`src/rtl/core/ezsd_pkg.sv`:
```
// Shared types, register codes and constants of the speech endpoint detector.
// Used by every module of the block; the channel interface gets its payload types from it.
`timescale 1ns / 1ps
`default_nettype none

package ezsd_pkg;

   // Frame length in samples
   localparam int FRAME_SAMPLES_DEFAULT = 32;

   // Field widths
   localparam int SAMPLE_W   = 16;
   localparam int ENERGY_W   = 19;
   localparam int COUNT8_W   = 8;
   localparam int COUNT16_W  = 16;
   localparam int CSR_DATA_W = 16;
   localparam int CSR_IDX_W  = 3;

   // Quotient by 1000: floor(abs * RECIP_MULT >> RECIP_SHIFT) is exact
   // for every 16-bit magnitude
   localparam int             QMAG_W      = 6;
   localparam int             RECIP_W     = 17;
   localparam int             PROD_W      = SAMPLE_W + RECIP_W;
   localparam int             RECIP_SHIFT = 26;
   localparam logic [RECIP_W-1:0] RECIP_MULT = 17'd67109;
   localparam int             SQ_W        = 2 * QMAG_W;

   // Saturation limits
   localparam logic [ENERGY_W-1:0]  ENERGY_MAX  = '1;
   localparam logic [COUNT8_W-1:0]  COUNT8_MAX  = '1;
   localparam logic [COUNT16_W-1:0] COUNT16_MAX = '1;

   // Register reset values
   localparam logic [15:0] ENERGY_HIGH_RST  = 16'd3;
   localparam logic [15:0] ENERGY_LOW_RST   = 16'd2;
   localparam logic [7:0]  CROSSING_THR_RST = 8'd6;
   localparam logic [15:0] SILENCE_LIM_RST  = 16'd400;
   localparam logic [15:0] MIN_LENGTH_RST   = 16'd450;

   typedef enum logic [CSR_IDX_W-1:0] {
      CSR_ENERGY_HIGH  = 3'd0,
      CSR_ENERGY_LOW   = 3'd1,
      CSR_CROSSING_THR = 3'd2,
      CSR_SILENCE_LIM  = 3'd3,
      CSR_MIN_LENGTH   = 3'd4
   } csr_index_type;

   typedef enum logic [1:0] {
      DEC_DROP = 2'd0,
      DEC_KEEP = 2'd1,
      DEC_DONE = 2'd2
   } decision_type;

   typedef enum logic [1:0] {
      PH_SILENCE = 2'd0,
      PH_MAYBE   = 2'd1,
      PH_SPEECH  = 2'd2
   } phase_type;

   // Channel payloads
   typedef struct packed {
      logic signed [SAMPLE_W-1:0] sample;
   } req_payload_type;

   typedef struct packed {
      decision_type          decision;
      logic [ENERGY_W-1:0]   frame_energy;
      logic [COUNT8_W-1:0]   frame_crossings;
      logic [COUNT16_W-1:0]  kept_frames;
   } rsp_payload_type;

   typedef struct packed {
      csr_index_type          index;
      logic [CSR_DATA_W-1:0]  data;
   } csr_payload_type;

   // Register file contents
   typedef struct packed {
      logic [15:0] energy_high;
      logic [15:0] energy_low;
      logic [7:0]  crossing_threshold;
      logic [15:0] silence_limit;
      logic [15:0] min_length;
   } cfg_type;

   // Quantized sample: magnitude of sample/1000 and strict sign flags
   typedef struct packed {
      logic [QMAG_W-1:0] mag;
      logic              pos;
      logic              neg;
   } quant_type;

   // Totals of one finished frame
   typedef struct packed {
      logic [ENERGY_W-1:0] energy;
      logic [COUNT8_W-1:0] crossings;
   } frame_type;

endpackage

`default_nettype wire

```
`src/rtl/core/ezsd_chan_if.sv`:
```
// Valid/ready channel carrying one payload struct per request.
// Payload type comes from ezsd_pkg at the point of instantiation.
`timescale 1ns / 1ps
`default_nettype none

interface ezsd_chan_if #(
   parameter type payload_type = logic
) ();
   logic        valid;
   logic        ready;
   payload_type payload;

   modport source (output valid, output payload, input ready);
   modport sink   (input valid, input payload, output ready);
endinterface

`default_nettype wire

```
`src/rtl/core/energy_zcr_speech_endpoint_detector.sv`:
```
// Speech endpoint detector. Takes one signed 16-bit sample per cycle; every
// FRAME_SAMPLES samples it emits one decision (drop, keep, done) with the
// frame's energy, zero crossing count and the kept-frame count. Each stage is
// a register with its own valid/ready, so a sample is taken every cycle while
// the result register can still move; once the last sample of a frame is in the
// input register, it passes the quotient-by-1000 register, the frame totals and
// the decision register, which offers the result. Registers are written through
// the csr channel and should only change while no frame is in flight.
// Depends on ezsd_pkg, ezsd_chan_if and the ezsd_* stage modules.
`timescale 1ns / 1ps
`default_nettype none

module energy_zcr_speech_endpoint_detector #(
   parameter int FRAME_SAMPLES = ezsd_pkg::FRAME_SAMPLES_DEFAULT
) (
   input  wire logic   clock,
   input  wire logic   reset,
   ezsd_chan_if.sink   req_chan,
   ezsd_chan_if.source rsp_chan,
   ezsd_chan_if.sink   csr_chan
);

   ezsd_pkg::cfg_type   cfg;
   logic                q_valid;
   logic                q_ready;
   ezsd_pkg::quant_type q_data;
   logic                f_valid;
   logic                f_ready;
   ezsd_pkg::frame_type f_data;

   // Configuration registers
   ezsd_csr u_csr (
      .clock      (clock),
      .reset      (reset),
      .wr_valid   (csr_chan.valid),
      .wr_ready   (csr_chan.ready),
      .wr_payload (csr_chan.payload),
      .cfg        (cfg)
   );

   // Input register and quantizer
   ezsd_quant u_quant (
      .clock     (clock),
      .reset     (reset),
      .in_valid  (req_chan.valid),
      .in_ready  (req_chan.ready),
      .in_sample (req_chan.payload.sample),
      .out_valid (q_valid),
      .out_ready (q_ready),
      .out_quant (q_data)
   );

   // Frame totals
   ezsd_frame #(
      .FRAME_SAMPLES (FRAME_SAMPLES)
   ) u_frame (
      .clock     (clock),
      .reset     (reset),
      .in_valid  (q_valid),
      .in_ready  (q_ready),
      .in_quant  (q_data),
      .out_valid (f_valid),
      .out_ready (f_ready),
      .out_frame (f_data)
   );

   // Decision machine and result register
   ezsd_phase u_phase (
      .clock       (clock),
      .reset       (reset),
      .in_valid    (f_valid),
      .in_ready    (f_ready),
      .in_frame    (f_data),
      .cfg         (cfg),
      .rsp_valid   (rsp_chan.valid),
      .rsp_ready   (rsp_chan.ready),
      .rsp_payload (rsp_chan.payload)
   );

endmodule

`default_nettype wire

```
`src/rtl/core/ezsd_csr.sv`:
```
// Configuration register file of the endpoint detector.
// Depends on ezsd_pkg for register codes, reset values and cfg_type.
`timescale 1ns / 1ps
`default_nettype none

module ezsd_csr (
   input  wire logic                    clock,
   input  wire logic                    reset,
   input  wire logic                    wr_valid,
   output logic                         wr_ready,
   input  wire ezsd_pkg::csr_payload_type wr_payload,
   output ezsd_pkg::cfg_type            cfg
);

   ezsd_pkg::cfg_type cfg_ff;
   ezsd_pkg::cfg_type cfg_in;

   // Writes are always taken
   assign wr_ready = 1'b1;
   assign cfg      = cfg_ff;

   // Decode the register index; unknown indexes are ignored
   always_comb begin
      cfg_in = cfg_ff;
      if (wr_valid) begin
         case (wr_payload.index)
            ezsd_pkg::CSR_ENERGY_HIGH:  cfg_in.energy_high        = wr_payload.data;
            ezsd_pkg::CSR_ENERGY_LOW:   cfg_in.energy_low         = wr_payload.data;
            ezsd_pkg::CSR_CROSSING_THR: cfg_in.crossing_threshold = wr_payload.data[7:0];
            ezsd_pkg::CSR_SILENCE_LIM:  cfg_in.silence_limit      = wr_payload.data;
            ezsd_pkg::CSR_MIN_LENGTH:   cfg_in.min_length         = wr_payload.data;
            default:                    cfg_in = cfg_ff;
         endcase
      end
   end

   always_ff @(posedge clock) begin
      if (reset) begin
         cfg_ff.energy_high        <= ezsd_pkg::ENERGY_HIGH_RST;
         cfg_ff.energy_low         <= ezsd_pkg::ENERGY_LOW_RST;
         cfg_ff.crossing_threshold <= ezsd_pkg::CROSSING_THR_RST;
         cfg_ff.silence_limit      <= ezsd_pkg::SILENCE_LIM_RST;
         cfg_ff.min_length         <= ezsd_pkg::MIN_LENGTH_RST;
      end else begin
         cfg_ff <= cfg_in;
      end
   end

endmodule

`default_nettype wire

```
`src/rtl/core/ezsd_quant.sv`:
```
// Input register and quantizer: sample/1000 truncated, by reciprocal multiply.
// Depends on ezsd_pkg for widths, the reciprocal constant and quant_type.
`timescale 1ns / 1ps
`default_nettype none

module ezsd_quant (
   input  wire logic                         clock,
   input  wire logic                         reset,
   input  wire logic                         in_valid,
   output logic                              in_ready,
   input  wire logic signed [ezsd_pkg::SAMPLE_W-1:0] in_sample,
   output logic                              out_valid,
   input  wire logic                         out_ready,
   output ezsd_pkg::quant_type               out_quant
);

   logic                          s0_valid_ff, s0_valid_in;
   logic [ezsd_pkg::SAMPLE_W-1:0] sample_ff;
   logic                          s1_valid_ff, s1_valid_in;
   ezsd_pkg::quant_type           quant_ff, quant_in;
   logic                          s1_ready;
   logic [ezsd_pkg::SAMPLE_W-1:0] abs_val;
   logic [ezsd_pkg::PROD_W-1:0]   prod;

   // Stage handshakes
   assign s1_ready  = !s1_valid_ff || out_ready;
   assign in_ready  = !s0_valid_ff || s1_ready;
   assign out_valid = s1_valid_ff;
   assign out_quant = quant_ff;

   // Magnitude, quotient by 1000 and strict sign flags
   always_comb begin
      abs_val      = sample_ff[ezsd_pkg::SAMPLE_W-1] ? (~sample_ff + 16'd1) : sample_ff;
      prod         = ezsd_pkg::PROD_W'(abs_val) * ezsd_pkg::PROD_W'(ezsd_pkg::RECIP_MULT);
      quant_in.mag = prod[ezsd_pkg::RECIP_SHIFT +: ezsd_pkg::QMAG_W];
      quant_in.neg = sample_ff[ezsd_pkg::SAMPLE_W-1];
      quant_in.pos = !sample_ff[ezsd_pkg::SAMPLE_W-1] && (sample_ff != '0);
   end

   // Advance valid flags
   always_comb begin
      s0_valid_in = in_ready ? in_valid : s0_valid_ff;
      s1_valid_in = s1_ready ? s0_valid_ff : s1_valid_ff;
   end

   always_ff @(posedge clock) begin
      if (reset) begin
         s0_valid_ff <= 1'b0;
         s1_valid_ff <= 1'b0;
      end else begin
         s0_valid_ff <= s0_valid_in;
         s1_valid_ff <= s1_valid_in;
      end
   end

   // Payload registers
   always_ff @(posedge clock) begin
      if (in_valid && in_ready) begin
         sample_ff <= in_sample;
      end
      if (s0_valid_ff && s1_ready) begin
         quant_ff <= quant_in;
      end
   end

endmodule

`default_nettype wire

```
`src/rtl/core/ezsd_frame.sv`:
```
// Frame accumulator: saturating energy sum and qualified zero crossings.
// Depends on ezsd_pkg for quant_type, frame_type and saturation limits.
`timescale 1ns / 1ps
`default_nettype none

module ezsd_frame #(
   parameter int FRAME_SAMPLES = ezsd_pkg::FRAME_SAMPLES_DEFAULT
) (
   input  wire logic                clock,
   input  wire logic                reset,
   input  wire logic                in_valid,
   output logic                     in_ready,
   input  wire ezsd_pkg::quant_type in_quant,
   output logic                     out_valid,
   input  wire logic                out_ready,
   output ezsd_pkg::frame_type      out_frame
);

   localparam int POS_W = (FRAME_SAMPLES > 1) ? $clog2(FRAME_SAMPLES) : 1;
   localparam logic [POS_W-1:0] POS_LAST = POS_W'(FRAME_SAMPLES - 1);

   logic [POS_W-1:0]              pos_ff, pos_in;
   ezsd_pkg::quant_type           prev_ff, prev_in;
   logic [ezsd_pkg::ENERGY_W-1:0] energy_ff, energy_in;
   logic [ezsd_pkg::COUNT8_W-1:0] cross_ff, cross_in;
   logic                          fe_valid_ff, fe_valid_in;
   ezsd_pkg::frame_type           fe_ff, fe_in;
   logic                          accept;
   logic                          last;
   logic                          crossing;
   logic [ezsd_pkg::SQ_W-1:0]     sq;
   logic [ezsd_pkg::ENERGY_W:0]   sum;
   logic [ezsd_pkg::ENERGY_W-1:0] energy_sat;
   logic [ezsd_pkg::COUNT8_W-1:0] cross_upd;

   assign in_ready  = !fe_valid_ff || out_ready;
   assign accept    = in_valid && in_ready;
   assign last      = (pos_ff == POS_LAST);
   assign out_valid = fe_valid_ff;
   assign out_frame = fe_ff;

   // Accumulate energy and crossings of the current sample
   always_comb begin
      sq         = ezsd_pkg::SQ_W'(in_quant.mag) * ezsd_pkg::SQ_W'(in_quant.mag);
      sum        = {1'b0, energy_ff} + (ezsd_pkg::ENERGY_W + 1)'(sq);
      energy_sat = sum[ezsd_pkg::ENERGY_W] ? ezsd_pkg::ENERGY_MAX
                                          : sum[ezsd_pkg::ENERGY_W-1:0];
      // Opposite signs always differ in quotient unless both quotients are zero
      crossing   = ((prev_ff.neg && in_quant.pos) || (prev_ff.pos && in_quant.neg))
                   && ((prev_ff.mag != '0) || (in_quant.mag != '0));
      cross_upd  = (crossing && (cross_ff != ezsd_pkg::COUNT8_MAX)) ? cross_ff + 8'd1
                                                                   : cross_ff;
   end

   // Advance position; close the frame on its last sample
   always_comb begin
      pos_in      = pos_ff;
      prev_in     = prev_ff;
      energy_in   = energy_ff;
      cross_in    = cross_ff;
      fe_valid_in = fe_valid_ff && !out_ready;
      fe_in       = fe_ff;
      if (accept) begin
         prev_in = in_quant;
         if (last) begin
            pos_in          = '0;
            energy_in       = '0;
            cross_in        = '0;
            fe_valid_in     = 1'b1;
            fe_in.energy    = energy_sat;
            fe_in.crossings = cross_upd;
         end else begin
            pos_in    = pos_ff + POS_W'(1);
            energy_in = energy_sat;
            cross_in  = cross_upd;
         end
      end
   end

   always_ff @(posedge clock) begin
      if (reset) begin
         pos_ff      <= '0;
         prev_ff     <= '0;
         energy_ff   <= '0;
         cross_ff    <= '0;
         fe_valid_ff <= 1'b0;
      end else begin
         pos_ff      <= pos_in;
         prev_ff     <= prev_in;
         energy_ff   <= energy_in;
         cross_ff    <= cross_in;
         fe_valid_ff <= fe_valid_in;
      end
   end

   // Hold frame totals until taken
   always_ff @(posedge clock) begin
      fe_ff <= fe_in;
   end

endmodule

`default_nettype wire

```
`src/rtl/core/ezsd_phase.sv`:
```
// Silence / maybe / speech decision machine and the result register.
// Depends on ezsd_pkg for phase and decision codes, cfg_type and payload types.
`timescale 1ns / 1ps
`default_nettype none

module ezsd_phase (
   input  wire logic                  clock,
   input  wire logic                  reset,
   input  wire logic                  in_valid,
   output logic                       in_ready,
   input  wire ezsd_pkg::frame_type   in_frame,
   input  wire ezsd_pkg::cfg_type     cfg,
   output logic                       rsp_valid,
   input  wire logic                  rsp_ready,
   output ezsd_pkg::rsp_payload_type  rsp_payload
);

   ezsd_pkg::phase_type            phase_ff, phase_in;
   logic [ezsd_pkg::COUNT16_W-1:0] quiet_ff, quiet_in;
   logic [ezsd_pkg::COUNT16_W-1:0] utt_ff, utt_in;
   logic                           rsp_valid_ff, rsp_valid_in;
   ezsd_pkg::rsp_payload_type      rsp_ff, rsp_in;
   logic                           take;
   logic                           loud;
   logic                           active;
   logic [ezsd_pkg::COUNT16_W-1:0] quiet_inc;
   logic [ezsd_pkg::COUNT16_W-1:0] utt_inc;
   ezsd_pkg::decision_type         decision;
   logic [ezsd_pkg::COUNT16_W-1:0] kept;

   function automatic logic [ezsd_pkg::COUNT16_W-1:0] sat_inc16(
      input logic [ezsd_pkg::COUNT16_W-1:0] v
   );
      return (v != ezsd_pkg::COUNT16_MAX) ? v + 16'd1 : v;
   endfunction

   assign in_ready    = !rsp_valid_ff || rsp_ready;
   assign take        = in_valid && in_ready;
   assign rsp_valid   = rsp_valid_ff;
   assign rsp_payload = rsp_ff;

   // Classify the frame
   always_comb begin
      loud      = in_frame.energy > ezsd_pkg::ENERGY_W'(cfg.energy_high);
      active    = (in_frame.energy > ezsd_pkg::ENERGY_W'(cfg.energy_low))
                  || (in_frame.crossings > cfg.crossing_threshold);
      quiet_inc = sat_inc16(quiet_ff);
      utt_inc   = sat_inc16(utt_ff);
   end

   // Next phase, counters and decision
   always_comb begin
      phase_in = phase_ff;
      quiet_in = quiet_ff;
      utt_in   = utt_ff;
      decision = ezsd_pkg::DEC_DROP;
      kept     = utt_ff;
      if (take) begin
         case (phase_ff)
            ezsd_pkg::PH_SPEECH: begin
               if (active) begin
                  utt_in   = utt_inc;
                  decision = ezsd_pkg::DEC_KEEP;
                  kept     = utt_inc;
               end else if (quiet_inc < cfg.silence_limit) begin
                  quiet_in = quiet_inc;
                  utt_in   = utt_inc;
                  decision = ezsd_pkg::DEC_KEEP;
                  kept     = utt_inc;
               end else begin
                  // Utterance over: drop if too short, else report done
                  decision = (utt_ff < cfg.min_length) ? ezsd_pkg::DEC_DROP
                                                       : ezsd_pkg::DEC_DONE;
                  kept     = (utt_ff < cfg.min_length) ? '0 : utt_ff;
                  phase_in = ezsd_pkg::PH_SILENCE;
                  quiet_in = '0;
                  utt_in   = '0;
               end
            end
            // Silence, maybe and the unused code behave alike
            default: begin
               if (loud) begin
                  phase_in = ezsd_pkg::PH_SPEECH;
                  quiet_in = '0;
                  utt_in   = utt_inc;
                  decision = ezsd_pkg::DEC_KEEP;
                  kept     = utt_inc;
               end else if (active) begin
                  phase_in = ezsd_pkg::PH_MAYBE;
                  utt_in   = utt_inc;
                  decision = ezsd_pkg::DEC_KEEP;
                  kept     = utt_inc;
               end else begin
                  phase_in = ezsd_pkg::PH_SILENCE;
                  utt_in   = '0;
                  decision = ezsd_pkg::DEC_DROP;
                  kept     = '0;
               end
            end
         endcase
      end
   end

   // Load the result register
   always_comb begin
      rsp_valid_in = take || (rsp_valid_ff && !rsp_ready);
      rsp_in       = rsp_ff;
      if (take) begin
         rsp_in.decision        = decision;
         rsp_in.frame_energy    = in_frame.energy;
         rsp_in.frame_crossings = in_frame.crossings;
         rsp_in.kept_frames     = kept;
      end
   end

   always_ff @(posedge clock) begin
      if (reset) begin
         phase_ff     <= ezsd_pkg::PH_SILENCE;
         quiet_ff     <= '0;
         utt_ff       <= '0;
         rsp_valid_ff <= 1'b0;
      end else begin
         phase_ff     <= phase_in;
         quiet_ff     <= quiet_in;
         utt_ff       <= utt_in;
         rsp_valid_ff <= rsp_valid_in;
      end
   end

   always_ff @(posedge clock) begin
      rsp_ff <= rsp_in;
   end

endmodule

`default_nettype wire

```
`src/flat_wrapper.sv`:
```
// flat-port wrapper written by rule: the top's interface ports become plain ports
module energy_zcr_speech_endpoint_detector_flat import ezsd_pkg::*;
#(
   parameter int FRAME_SAMPLES = ezsd_pkg::FRAME_SAMPLES_DEFAULT
)
  (clock, reset, req_chan_valid, req_chan_payload, req_chan_ready, rsp_chan_valid, rsp_chan_payload, rsp_chan_ready, csr_chan_valid, csr_chan_payload, csr_chan_ready);
  ezsd_chan_if #(.payload_type(req_payload_type)) req_chan_i ();
  ezsd_chan_if #(.payload_type(rsp_payload_type)) rsp_chan_i ();
  ezsd_chan_if #(.payload_type(csr_payload_type)) csr_chan_i ();
  input  wire logic clock;
  input  wire logic reset;
  input wire logic [$bits(req_chan_i.valid)-1:0] req_chan_valid;
  input wire logic [$bits(req_chan_i.payload)-1:0] req_chan_payload;
  output wire logic [$bits(req_chan_i.ready)-1:0] req_chan_ready;
  output wire logic [$bits(rsp_chan_i.valid)-1:0] rsp_chan_valid;
  output wire logic [$bits(rsp_chan_i.payload)-1:0] rsp_chan_payload;
  input wire logic [$bits(rsp_chan_i.ready)-1:0] rsp_chan_ready;
  input wire logic [$bits(csr_chan_i.valid)-1:0] csr_chan_valid;
  input wire logic [$bits(csr_chan_i.payload)-1:0] csr_chan_payload;
  output wire logic [$bits(csr_chan_i.ready)-1:0] csr_chan_ready;
  assign req_chan_i.valid = req_chan_valid;
  assign req_chan_i.payload = req_chan_payload;
  assign req_chan_ready = req_chan_i.ready;
  assign rsp_chan_valid = rsp_chan_i.valid;
  assign rsp_chan_payload = rsp_chan_i.payload;
  assign rsp_chan_i.ready = rsp_chan_ready;
  assign csr_chan_i.valid = csr_chan_valid;
  assign csr_chan_i.payload = csr_chan_payload;
  assign csr_chan_ready = csr_chan_i.ready;
  energy_zcr_speech_endpoint_detector #(.FRAME_SAMPLES(FRAME_SAMPLES)) u_core (.clock(clock), .reset(reset), .req_chan(req_chan_i), .rsp_chan(rsp_chan_i), .csr_chan(csr_chan_i));
endmodule
```
`config.mk`:
```
export PLATFORM = sky130hd
export DESIGN_NAME = energy_zcr_speech_endpoint_detector_flat
export DESIGN_NICKNAME = d
export VERILOG_FILES = /design/src/rtl/core/ezsd_pkg.sv /design/src/rtl/core/ezsd_chan_if.sv /design/src/rtl/core/energy_zcr_speech_endpoint_detector.sv /design/src/rtl/core/ezsd_csr.sv /design/src/rtl/core/ezsd_quant.sv /design/src/rtl/core/ezsd_frame.sv /design/src/rtl/core/ezsd_phase.sv /design/src/flat_wrapper.sv
export SDC_FILE = /design/constraint.sdc
export NUM_CORES = 1
export LEC_CHECK = 0
export BUFFER_PORTS_ARGS = -buffer_cell sky130_fd_sc_hd__buf_2
export CORE_MARGIN = 1.5
export CORE_UTILIZATION = 30
export DETAILED_ROUTE_END_ITERATION = 16
export HOLD_SLACK_MARGIN = 0.08
export MAX_ROUTING_LAYER = met4
export PLACE_DENSITY = 0.42
export SETUP_SLACK_MARGIN = 0.2
export SLEW_MARGIN = 20
export SYNTH_ARGS = -nofsm -noshare
export SYNTH_HDL_FRONTEND = slang
export SYNTH_SLANG_ARGS = --single-unit
```
`constraint.sdc`:
```
create_clock -name clock -period 12 [get_ports clock]
set_clock_uncertainty 0.1 [all_clocks]
set_input_delay 0.6 -clock clock [delete_from_list [all_inputs] [get_ports clock]]
set_output_delay 0.6 -clock clock [all_outputs]
set_load 0.02 [all_outputs]
```
After elaboration in Yosys (flattened, before gate mapping)
Index checks and enable logic that the tools add are counted.
Storage, ports and cells
  flip-flop bits (word level): 246
  latch bits: 0
  bits in writable memories: 0
  memory bits (read-only): 0
  input port bits: 40
  output and inout bits: 48
  logic and storage cells: 125
  memories: 0
Operators by class
  $add $sub $neg: 6
  multiply operators: 2
  div/mod/pow operators: 0
  $lt $le $gt $ge: 5
  equality and inequality tests: 11
  shift operators: 0
  mux-type cells: 33
  bitwise gates (word level): 1
  reduce and logical (&&, ||, !) cells: 39
Operator list (number)
  $mux W16: 16
  $add A16 B1 Y16 const B: 3
  $gt A19 B16 Y1: 2
  $mux W19: 2
  $lt A16 B16 Y1: 2
  $mul A16 B17 Y32 const B: 1
  $ne A16 B16 Y1 const B: 2
  $add A19 B12 Y20: 1
  $mux W2: 8
  $mux W8: 2
  $not A16 Y16: 1
  $reduce_bool A16 Y1: 1
  $mul A6 B6 Y12: 1
  $reduce_and A2 Y1: 6
  $reduce_bool A6 Y1: 2
  $logic_and A1 B1 Y1: 11
  $add A8 B1 Y8 const B: 1
  $gt A8 B8 Y1: 1
  $logic_or A1 B1 Y1: 8
  $ne A8 B8 Y1 const B: 1
  $logic_not A1 Y1: 7
  $eq A3 B2 Y1 const B: 2
  $reduce_and A3 Y1: 2
  $add A5 B1 Y5 const B: 1
  9 further kinds: 13

Logic depth before layout (Yosys ltp)
Gate-level depths: netlist (run 1).
  depth after elaboration: 6
  gate-level depth with buffers: 25
  depth with buffers taken out: 25

Cells and area by module
Synthesis (run 1) repeated with hierarchy kept, for this count alone.
Second synthesis, totals
  cells, all modules: 1783
  area total of the unflattened synthesis: 17296.6 um^2
Modules (own cells, without submodules)
  ezsd_phase: instances 1, cells each 629, area an instance 5605.4 um^2, sequential area each 2052.0 um^2
  ezsd_quant: instances 1, cells each 429, area an instance 4435.5 um^2, sequential area each 760.7 um^2
  ezsd_frame: instances 1, cells each 458, area an instance 4351.7 um^2, sequential area each 1631.6 um^2
  ezsd_csr: instances 1, cells each 267, area an instance 2904.0 um^2, sequential area each 1441.4 um^2

Worst setup path before layout (run 1)
OpenSTA, ideal clock, no wires.
  kind: reg2reg
  start: reg u_core.u_quant.sample_ff[7] (netlist bit)
  end: reg u_core.u_quant.quant_ff, in the netlist u_core.u_quant.out_quant[7] (data pin)
  setup time: 0.290 ns
  data arrival time: 6.419 ns
  data required time: 11.610 ns
  path slack: 5.192 ns
  cell stages (with the launch flop): 21
  path buffers: 0
  period minus slack after synthesis: 6.808 ns
  path through: edfxtp_1 > or4_1 > or3_1 > nor4b_1 > ha_1 > inv_1 > fa_1 > fa_1 > fa_1 > inv_1 > fa_1 > ha_1 > ha_1 > nor4_1 > nor3_1 > a211oi_1 > nor2_1 > a2111oi_0 > nor3b_1 > a311oi_1 > xnor2_1
Between the ends
  cells in the longest elaborated chain, start to end: 4
RTL lines
  start: declaration: line ezsd_quant.sv:18  | logic [ezsd_pkg::SAMPLE_W-1:0] sample_ff;
  start signal: assignment: line ezsd_quant.sv:59  | sample_ff <= in_sample;
  $not A16 Y16: line ezsd_quant.sv:33  | abs_val = sample_ff[ezsd_pkg::SAMPLE_W-1] ? (~sample_ff + 16'd1) : sample_ff;
  $add A16 B1 Y16: line ezsd_quant.sv:33
  $mux W16 *: line ezsd_quant.sv:33
  $mul A16 B17 Y32 *: line ezsd_quant.sv:34  | prod = ezsd_pkg::PROD_W'(abs_val) * ezsd_pkg::PROD_W'(ezsd_pkg::RECIP_MULT);
  net u_core.u_quant.prod, one bit: line ezsd_quant.sv:23  | logic [ezsd_pkg::PROD_W-1:0] prod;
  end signal: assignment: line ezsd_quant.sv:62  | quant_ff <= quant_in;
  end: declaration: line ezsd_quant.sv:20  | ezsd_pkg::quant_type quant_ff, quant_in;
Mark *: on every way through the listed nets, which the timed path passes. The rest lies on a longest branch.
A chain may end at the register's enable or synchronous reset.

Worst setup path after layout (run 1)
Same ends and word-level chain as after synthesis.

==> flow_metrics.tcl, run 1 <==
set metrics [dict create \
    status "finished, final reports clean" \
    yosys.area.top_type "dfxtp_1" \
    maxSlewViolCount 0 \
    num_vias 12080 \
    grt_pass1_wl_mm 66.70 \
    cp_max_fo 6 \
    synth_nets 2022 \
    drive_gt1_share_pct 9.804 \
    wl_met3_mm 1.230 \
    critPathLaunchType "register" \
    min_to "u_core.u_quant.sample_ff[12]" \
    r2r_end "u_core.u_quant.out_quant[7]" \
    cp-end-kind "register" \
    cts.sinks 246 \
    synth_ff_type "dfxtp_1" \
    drv_cap 0 \
    port_buffers 86 \
    drc 0 \
    initial_core_util_pct 30.37 \
    ir_drop_mv 0.09650 \
    antenna_cells 0 \
    die_x_um 233.9 \
    cp.arrival_ns 7.51 \
    synth.most_common_cell "nand2_1" \
    critPathRequiredTime_ns 12.21 \
    syn-cell-area_um2 15990 \
    drtIter0Drc 451 \
    grt_max_degree 86 \
    top_layer "met4" \
    hold_class "in2reg" \
    synth_cell_types 76 \
    drtAntennaViolNets 0 \
    max_freq_mhz 137.0 \
    ioPinCount 88 \
    area_growth_pct 13.23 \
    synth_warnings 0 \
    core_area_um2 52660 \
    place.gp.congestion 0.8035 \
    clk_path_buf_depth 3 \
    routedWlPerCell_um 16.86 \
    holdWs_ns 0.1105 \
    cts_tree "done" \
    clkLatencyLatePin_ns 0.58 \
    antenna_found_initial 0 \
    min_from "req_chan_payload[12]" \
    dp_hpwl_mm 30.94 \
    finalSetupViolCount 0 \
    viasPerCell 4.885 \
    syn_inst 1701 \
    cts_resized 0 \
    grt_pass1_vias 12140 \
    yosys-top-cells-area "dfxtp_1 (19%), edfxtp_1 (18%), ha_1 (18%)" \
    worst_slack_ns 4.701 \
    crit-reg2reg-launch "u_core.u_quant.sample_ff[7]" \
    rsz0062_at_grt "false" \
    synth_common_cells "nand2_1 (230), ha_1 (227), inv_1 (195)" \
    postCtsSetupBuffers 0 \
    die_y_um 233.9 \
    totalNegativeSetupSlack_ns 0 \
    cts_buffers 29 \
    nets 2083 \
    p_leak_nw 7.916 \
    grt_remaining_overflow 0 \
    finalCritPeriodShare_pct 60.82 \
    synth_seq_area_share_pct 36.81 \
    relSlewSlack_pct 30.87 \
    reg2regPathDepth 21 \
    die-area_um2 54690 \
    grt.total_usage_pct 15.93 \
    htreeDepth 1 \
    wl_met1_mm 20.35 \
    crit_type "reg2reg" \
    tightest_slew_ns 1.037 \
    finalHoldViolations 0 \
    synth_top_area_share_pct 18.78 \
    wirelength_mm 41.69 \
    synth_area_per_cell_um2 9.400 \
    synth_enable_flop_cells 96 \
    ys_async_sr_fraction_pct 0 \
    hold_depth 1 \
    synth-seq-cells 246 \
    power_density_nw_per_um2 167.7 \
    met2_length_mm 19.20 \
    reg2reg_setup_slack_ns 4.70 \
    dr.pass1.iters 5 \
    clk_pin_slew_worst_paths_ns 0.06 \
    root_buffer "clkbuf_16" \
    place_ws_ns 4.629 \
    row_count 84 \
    min_period_ns 7.299 \
]
[sequential cells by signal, summed over array words and instances, names as in the netlist]
signal / cells
u_core.u_phase.quiet_ff: 16
u_core.u_frame.energy_ff: 19
u_core.u_quant.out_quant: 8
u_core.u_phase.phase_ff: 2
u_core.u_frame.prev_ff: 8
u_core.u_phase.rsp_valid: 1
u_core.u_frame.out_valid: 1
u_core.u_frame.cross_ff: 8
u_core.u_quant.out_valid: 1
u_core.u_phase.utt_ff: 16
u_core.u_quant.sample_ff: 16
u_core.u_csr.cfg: 72
u_core.u_frame.out_frame: 27
u_core.u_quant.s0_valid_ff: 1
u_core.u_phase.rsp_payload: 45
u_core.u_frame.pos_ff: 5
[area by class of cell]
cell class	instances	area (um2)
multi-input combinational	1192	9099
sequential	246	5886
tap	688	860.8
fill	5387	34550
clock inverter	17	239.0
timing repair buffer	97	518.0
clock buffer	37	765.7
inverter	196	737.0
[cell families after synthesis]
| kind of cell | synth area share (%) |
|---|---|
| DFF | 36.81 |
| muxes | 0.3443 |
| and+or+nand+nor | 14.55 |
| xor gates and xnor gates | 2.739 |
| other | 0.02345 |
| AOI/OAI and AO/OA | 14.61 |
| adders and majority gates | 24.52 |
| buffers and inverters | 6.401 |
[metrics by stage]
stage	cell area [um2]	power (mW)	utilization [%]	std cells
after floorplan	15990	1.806	-	1701
after global placement	17080	2.118	32.44	2418
after detailed placement	17090	2.124	32.45	2418
after CTS	18100	3.095	34.38	2473
after global routing	18100	3.323	34.38	2473
final	18100	3.036	34.38	2473
[report_power, final]
part	switching, mW	total [mW]	internal [mW]
registers	0.0214	0.919	0.898
clock network	0.373	0.936	0.563
logic	0.660	1.18	0.521
[per-layer routing]
metal,vias to the layer above,GRT usage (%)
met1,5767,21.39
met4,0,3.425
met5,-,-
met2,187,25.94
met3,56,1.581
li1,6071,-
[how the worst max path moves through the flow]
stage	slack [ns]	to	cells past startpoint	start
5_1_grt	4.15	u_core.u_quant.out_quant[7]	22	u_core.u_quant.sample_ff[2]
2_1_floorplan	5.19	u_core.u_quant.out_quant[7]	20	u_core.u_quant.sample_ff[7]
3_3_place_gp	4.68	u_core.u_quant.out_quant[7]	21	u_core.u_quant.sample_ff[7]
3_5_place_dp	4.63	u_core.u_quant.out_quant[7]	21	u_core.u_quant.sample_ff[7]
4_1_cts	4.62	u_core.u_quant.out_quant[7]	21	u_core.u_quant.sample_ff[7]
6_report	4.70	u_core.u_quant.out_quant[7]	21	u_core.u_quant.sample_ff[7]
[cells in the final DEF, fill, tap and decap left out, types with 15 or more instances in the layout]
master,instances
xnor2_1,38
a21oi_1,154
a31oi_1,27
a21o_1,28
fa_1,54
nand4_1,15
nand3_1,32
edfxtp_1,96
nor3_1,17
clkbuf_16,29
nor2_1,70
dfxtp_1,150
and3_1,18
nand2_1,230
inv_1,194
or3_1,17
ha_1,227
o21ai_0,45
buf_2,85
[worst max-delay path: stages (launching register included)]
cell and delay [ns]:
edfxtp_1 0.42, or4_1 0.56, or3_1 0.36, o41ai_1 0.32, xnor2_1 0.39, ha_1 0.27, inv_1 0.05, fa_1 0.53
fa_1 0.45, fa_1 0.55, inv_1 0.05, fa_1 0.45, ha_1 0.30, ha_1 0.31, o21ai_0 0.15, o21ai_0 0.09
a211oi_1 0.21, nor2_1 0.08, a2111oi_0 0.67, nor3b_1 0.25, a311oi_1 0.36, xnor2_1 0.09
[repair_timing]
item,4_1_cts,5_1_grt
endpoints found under the setup margin,0,0
endpoints found under the hold margin,1,0
hold buffers,1,0
No activity file was read; power rests on OpenSTA's default activity.
==> inputs of run 2 (changes only) <==
Clock period 12 ns to 7.64 ns, I/O delays scaled along.
==> run 2 against run 1 <==
Register-to-register slack got worse by 3.9 ns. Sequential cell count unchanged. Largest power group unchanged. Sequential power grew 57%. Count of clock-buffer cells in the layout fell by 2. Critical path type unchanged. Total power rose by 57%. Critical path depth increased by 1. Sequential share of layout area shrank 0.69 points. Final area rose by 2.2%. Highest routed layer unchanged. Wire length rose by 1.2%.
==> flow_metrics.tcl, run 2 (synthesis gave the netlist of run 1 again) <==
set metrics [dict create \
    area_growth_pct 15.70 \
    status "finished, final reports clean" \
    clk_path_buf_depth 3 \
    clk_pin_slew_worst_paths_ns 0.06 \
    nets 2124 \
    rsz0062_at_grt "false" \
    critPathRequiredTime_ns 7.85 \
    wirelength_mm 42.19 \
    relSlewSlack_pct 30.99 \
    critPathTopFamily "adder cells" \
    hold_class "in2reg" \
    cp_num_cells 22 \
    cp_max_fo 6 \
    grt_pass1_wl_mm 67.50 \
    grt_max_degree 87 \
    crit_type "reg2reg" \
    final_common_cell "nand2_1" \
    placed_area_um2 17150 \
    ioPinCount 88 \
    maxSlewViolCount 0 \
    routedWlPerCell_um 16.78 \
    net-switching-power_mw 1.655 \
    slowest_stage "or4_1" \
    critPathMostFrequentCell "fa_1" \
    port_buffers 86 \
    place.gp.congestion 0.8107 \
    wl_met1_mm 20.63 \
    crit_path_end "u_core.u_quant.out_quant[7]" \
    internal_power_mw 3.114 \
    place_inst 2426 \
    r2r_end "u_core.u_quant.out_quant[7]" \
    clkLatencyLatePin_ns 0.57 \
    crit-reg2reg-launch "u_core.u_quant.sample_ff[7]" \
    largest_reg_flops 72 \
    min_from "reset" \
    die-area_um2 54690 \
    drtIter0Drc 510 \
    dr.pass1.iters 5 \
    drtAntennaViolNets 0 \
    viasPerCell 4.842 \
    cts.sinks 246 \
    drv_cap 0 \
    seq_power_share_pct 30.2 \
    switching_share_pct 34.70 \
    cp.arrival_ns 7.08 \
    drc 0 \
    comb_power_share_pct 39.0 \
    tightest_slew_ns 1.035 \
    grt.total_usage_pct 16.19 \
    cp.buffers_inverters 3 \
    root_buffer "clkbuf_16" \
    reg2regPathDepth 22 \
    finalHoldViolations 0 \
    initial_core_util_pct 30.37 \
    worstPathCellList "or4_1 > or3_1 > o41ai_1 > xnor2_2 > ha_1 > inv_1 > fa_1 > fa_1 > fa_1 > inv_1 > fa_1 > ha_1 > ha_1 > nor4_1 > nor3_1 > a211oi_1 > nor2_1 > a2111oi_0 > buf_4 > nor3b_1 > a311oi_1 > xnor2_1" \
    met2_length_mm 19.60 \
    drive_gt1_share_pct 10.46 \
    dp_hpwl_mm 31.16 \
    num_vias 12170 \
    cp-end-kind "register" \
    cts_buffers 29 \
    core_area_um2 52660 \
    mostFrequentLayoutCells "nand2_1 (230), ha_1 (227), inv_1 (194)" \
    die_y_um 233.9 \
    totalNegativeSetupSlack_ns 0 \
    crit_path_start "u_core.u_quant.sample_ff[7]" \
    fin_area_um2 18500 \
    row_count 84 \
    holdWs_ns 0.1565 \
    htreeDepth 1 \
    min_period_ns 6.874 \
    p_leak_nw 8.098 \
    die_x_um 233.9 \
    finalCritPeriodShare_pct 89.97 \
    finalSetupViolCount 0 \
    ir_drop_mv 0.1931 \
    critPathLaunchType "register" \
    slowest_delay_ns 0.55 \
    max_freq_mhz 145.5 \
    clockPowerShare_pct 30.7 \
    antenna_cells 0 \
    stdcell_count 2514 \
    top_layer "met4" \
    cts_tree "done" \
    grt_remaining_overflow 0 \
    reg2reg_setup_slack_ns 0.77 \
    power_density_nw_per_um2 257.8 \
    antenna_found_initial 0 \
    hold_depth 2 \
    wl_met3_mm 1.165 \
    grt_pass1_vias 12170 \
]
-- run 2: area by class of cell --
type,count,area (um2)
fill,5340,34160
inverter,196,737.0
timing repair buffer,138,908.4
clock inverter,19,212.7
tap,688,860.8
multi-input combinational,1192,9106
sequential,246,5886
clock buffer,35,788.3
-- run 2: timing repair --
item | in CTS | in global routing
hold buffers | 34 | 0
setup endpoints to repair | 0 | 1
setup buffers | 0 | 0
gates resized for setup | 0 | 1
endpoints found under the hold margin | 85 | 0
-- run 2: how the worst min path moves through the flow --
stage          slack [ns]                        endpoint
3_5_place_dp         0.34  u_core.u_phase.rsp_payload[40]
3_3_place_gp         0.33  u_core.u_phase.rsp_payload[41]
2_1_floorplan        0.32  u_core.u_phase.rsp_payload[40]
6_report             0.16      u_core.u_frame.cross_ff[1]
4_1_cts              0.14      u_core.u_frame.cross_ff[4]
5_1_grt              0.15      u_core.u_frame.cross_ff[4]
-- run 2: per-layer routing --
layer	vias up	track usage (%)
met5	-	-
met1	5787	21.35
met2	165	26.55
li1	6172	-
met4	0	3.626
met3	49	1.885
-- run 2: through the flow --
step | total power, mW | util [%] | setup slack [ns]
after floorplan | 2.830 | - | 0.8315
after global placement | 3.323 | 32.55 | 0.7371
after detailed placement | 3.338 | 32.57 | 0.6655
after CTS | 4.856 | 35.11 | 0.6257
after global routing | 5.224 | 35.13 | 0.2045
final | 4.769 | 35.13 | 0.7664
-- run 2: power groups by stage --
stage / logic [mW] / clock network, mW / registers [mW]
CTS: 1.91 / 1.51 / 1.44
global route: 2.21 / 1.57 / 1.45
detailed placement: 1.87 / 0 / 1.47
finish: 1.86 / 1.47 / 1.44
global placement: 1.85 / 0 / 1.47
floorplan: 1.37 / 0 / 1.46
-- run 2: worst reg2reg max path: stages (launching register included) --
cell and delay (ns):
edfxtp_1 0.41, or4_1 0.55, or3_1 0.36, o41ai_1 0.43, xnor2_2 0.26, ha_1 0.23, inv_1 0.05, fa_1 0.41
fa_1 0.50, fa_1 0.55, inv_1 0.05, fa_1 0.43, ha_1 0.30, ha_1 0.32, nor4_1 0.28, nor3_1 0.07
a211oi_1 0.23, nor2_1 0.08, a2111oi_0 0.31, buf_4 0.19, nor3b_1 0.09, a311oi_1 0.33, xnor2_1 0.09
==> inputs of run 3 (changes only) <==
--- a/config.mk
+++ b/config.mk
@@ -15,2 +15,3 @@
 export SETUP_SLACK_MARGIN = 0.2
+export SKIP_CTS_REPAIR_TIMING = 1
 export SLEW_MARGIN = 20
==> constraint.sdc (replaced) <==
create_clock -name clock -period 8.2 [get_ports clock]
set_clock_uncertainty 0.1 [all_clocks]
set_input_delay 0.41 -clock clock [delete_from_list [all_inputs] [get_ports clock]]
set_output_delay 0.41 -clock clock [all_outputs]
set_load 0.01 [all_outputs]
==> run 3 against run 2 <==
First-iteration DRC count fell by 9.8%. Utilization about the same. Critical path type unchanged. Sequential power down 7%. Maximum frequency fell by 1.1%. Critical path depth unchanged. Largest cell class unchanged. Non-clock buffer count shrank 6. Sequential share of layout area about the same. Final cell count decreased by 0.16%. Count of clock-buffer cells in the layout is 9 higher. Hold slack improved by 0.025 ns.
==> flow_metrics.tcl, run 3 (synthesis gave the netlist of run 1 again) <==
set metrics [dict create \
    status "finished, final reports clean" \
    drive_gt1_share_pct 9.715 \
    critPathRequiredTime_ns 8.42 \
    drtAntennaViolNets 0 \
    p_leak_nw 8.084 \
    tightest_slew_ns 1.031 \
    drtIter0Drc 460 \
    die_x_um 233.9 \
    grt.total_usage_pct 15.87 \
    max_freq_mhz 143.9 \
    cts_tree "done" \
    die_y_um 233.9 \
    place.gp.congestion 0.8045 \
    totalNegativeSetupSlack_ns 0 \
    finalCritPeriodShare_pct 84.77 \
    cp_max_fo 6 \
    num_vias 12140 \
    antenna_found_initial 0 \
    drv_cap 0 \
    power_density_nw_per_um2 243.1 \
    relSlewSlack_pct 31.28 \
    routedWlPerCell_um 16.76 \
    final_common_cell "nand2_1" \
    hold_depth 2 \
    post-route-util_pct 35.15 \
    rsz0062_at_grt "false" \
    reg2regPathDepth 22 \
    ir_drop_mv 0.1845 \
    drc 0 \
    clk_pin_slew_worst_paths_ns 0.06 \
    wirelength_mm 42.06 \
    mostFrequentLayoutCells "nand2_1 (230), ha_1 (227), inv_1 (194)" \
    stdcell_count 2510 \
    root_buffer "clkbuf_16" \
    cp.arrival_ns 7.17 \
    crit-reg2reg-launch "u_core.u_quant.sample_ff[8]" \
    critPathLaunchType "register" \
    port_buffers 86 \
    cts.sinks 246 \
    core_area_um2 52660 \
    place_ws_ns 1.230 \
    clk_path_buf_depth 3 \
    min_to "u_core.u_frame.cross_ff[4]" \
    nets 2119 \
    r2r_end "u_core.u_quant.out_quant[7]" \
    row_count 84 \
    min_period_ns 6.951 \
    dp_hpwl_mm 30.92 \
    min_from "reset" \
    die-area_um2 54690 \
    reg2reg_setup_slack_ns 1.25 \
    maxSlewViolCount 0 \
    grt_pass1_vias 12020 \
    dr.pass1.iters 5 \
    htreeDepth 1 \
    grt_remaining_overflow 0 \
    grt_pass1_wl_mm 66.50 \
    worst_slack_ns 1.249 \
    largest_reg_flops 72 \
    antenna_cells 0 \
    cp-end-kind "register" \
    initial_core_util_pct 30.37 \
    grt_max_degree 86 \
    finalSetupViolCount 0 \
    ioPinCount 88 \
    cts_buffers 30 \
    finalHoldViolations 0 \
    viasPerCell 4.835 \
    hold_class "in2reg" \
    clkLatencyLatePin_ns 0.60 \
    area_growth_pct 15.74 \
    crit_type "reg2reg" \
    place_inst 2420 \
]
==> run 3: routing by layer <==
metal  part of all wire, %  vias up  GRT usage (%)  routed length, um
met4                   2.1        0          3.446                892
met2                    46      168          25.66              19370
met1                    49     5783          21.39              20590
met3                   2.9       48          1.690               1207
li1                      -     6138              -                  -
met5                     0        -              -                  0
==> run 3: power by group <==
part | total (mW) | internal, mW | switching [mW]
logic | 1.73 | 0.769 | 0.958
clock network | 1.43 | 0.878 | 0.550
registers | 1.34 | 1.31 | 0.0309
total | 4.50 | 2.96 | 1.54
==> run 3: worst max-delay path by stage <==
stage / from / endpoint / slack, ns
after CTS: u_core.u_quant.sample_ff[7] / u_core.u_quant.out_quant[7] / 1.21
after floorplan: u_core.u_quant.sample_ff[7] / u_core.u_quant.out_quant[7] / 1.39
after detailed placement: u_core.u_quant.sample_ff[7] / u_core.u_quant.out_quant[7] / 1.23
after global routing: u_core.u_quant.sample_ff[7] / u_core.u_quant.out_quant[7] / 0.83
after global placement: u_core.u_quant.sample_ff[7] / u_core.u_quant.out_quant[7] / 1.31
final: u_core.u_quant.sample_ff[8] / u_core.u_quant.out_quant[7] / 1.25
==> run 3: metrics by stage <==
| stage | hold WS [ns] | area [um2] | total power, mW |
|---|---|---|---|
| 2_1_floorplan | 0.3174 | 15990 | 2.636 |
| 3_3_place_gp | 0.3353 | 17100 | 3.101 |
| 3_5_place_dp | 0.3384 | 17100 | 3.096 |
| 4_1_cts | -0.1214 | 18160 | 4.569 |
| 5_1_grt | 0.1925 | 18510 | 4.917 |
| 6_report | 0.1819 | 18510 | 4.500 |
==> run 3: final cells by class <==
class                      count  area (um2)
clock inverter                12       206.4
sequential                   246        5886
fill                        5378       34150
timing repair buffer         132       863.3
clock buffer                  44       854.6
multi-input combinational   1192        9099
tap                          688       860.8
inverter                     196       737.0
==> run 3: worst max-delay path, cell delays in order, from the launching register on <==
cell and delay, ns:
edfxtp_1 0.41, or4_1 0.58, or3_1 0.37, o41ai_1 0.32, xnor2_1 0.39, ha_1 0.26, inv_1 0.05, fa_1 0.52
fa_1 0.45, fa_1 0.55, inv_1 0.06, fa_1 0.45, ha_1 0.30, ha_1 0.32, o21ai_0 0.17, o21ai_0 0.09
a211oi_1 0.21, nor2_1 0.08, a2111oi_0 0.29, buf_4 0.19, nor3b_1 0.08, a311oi_1 0.33, xnor2_1 0.10
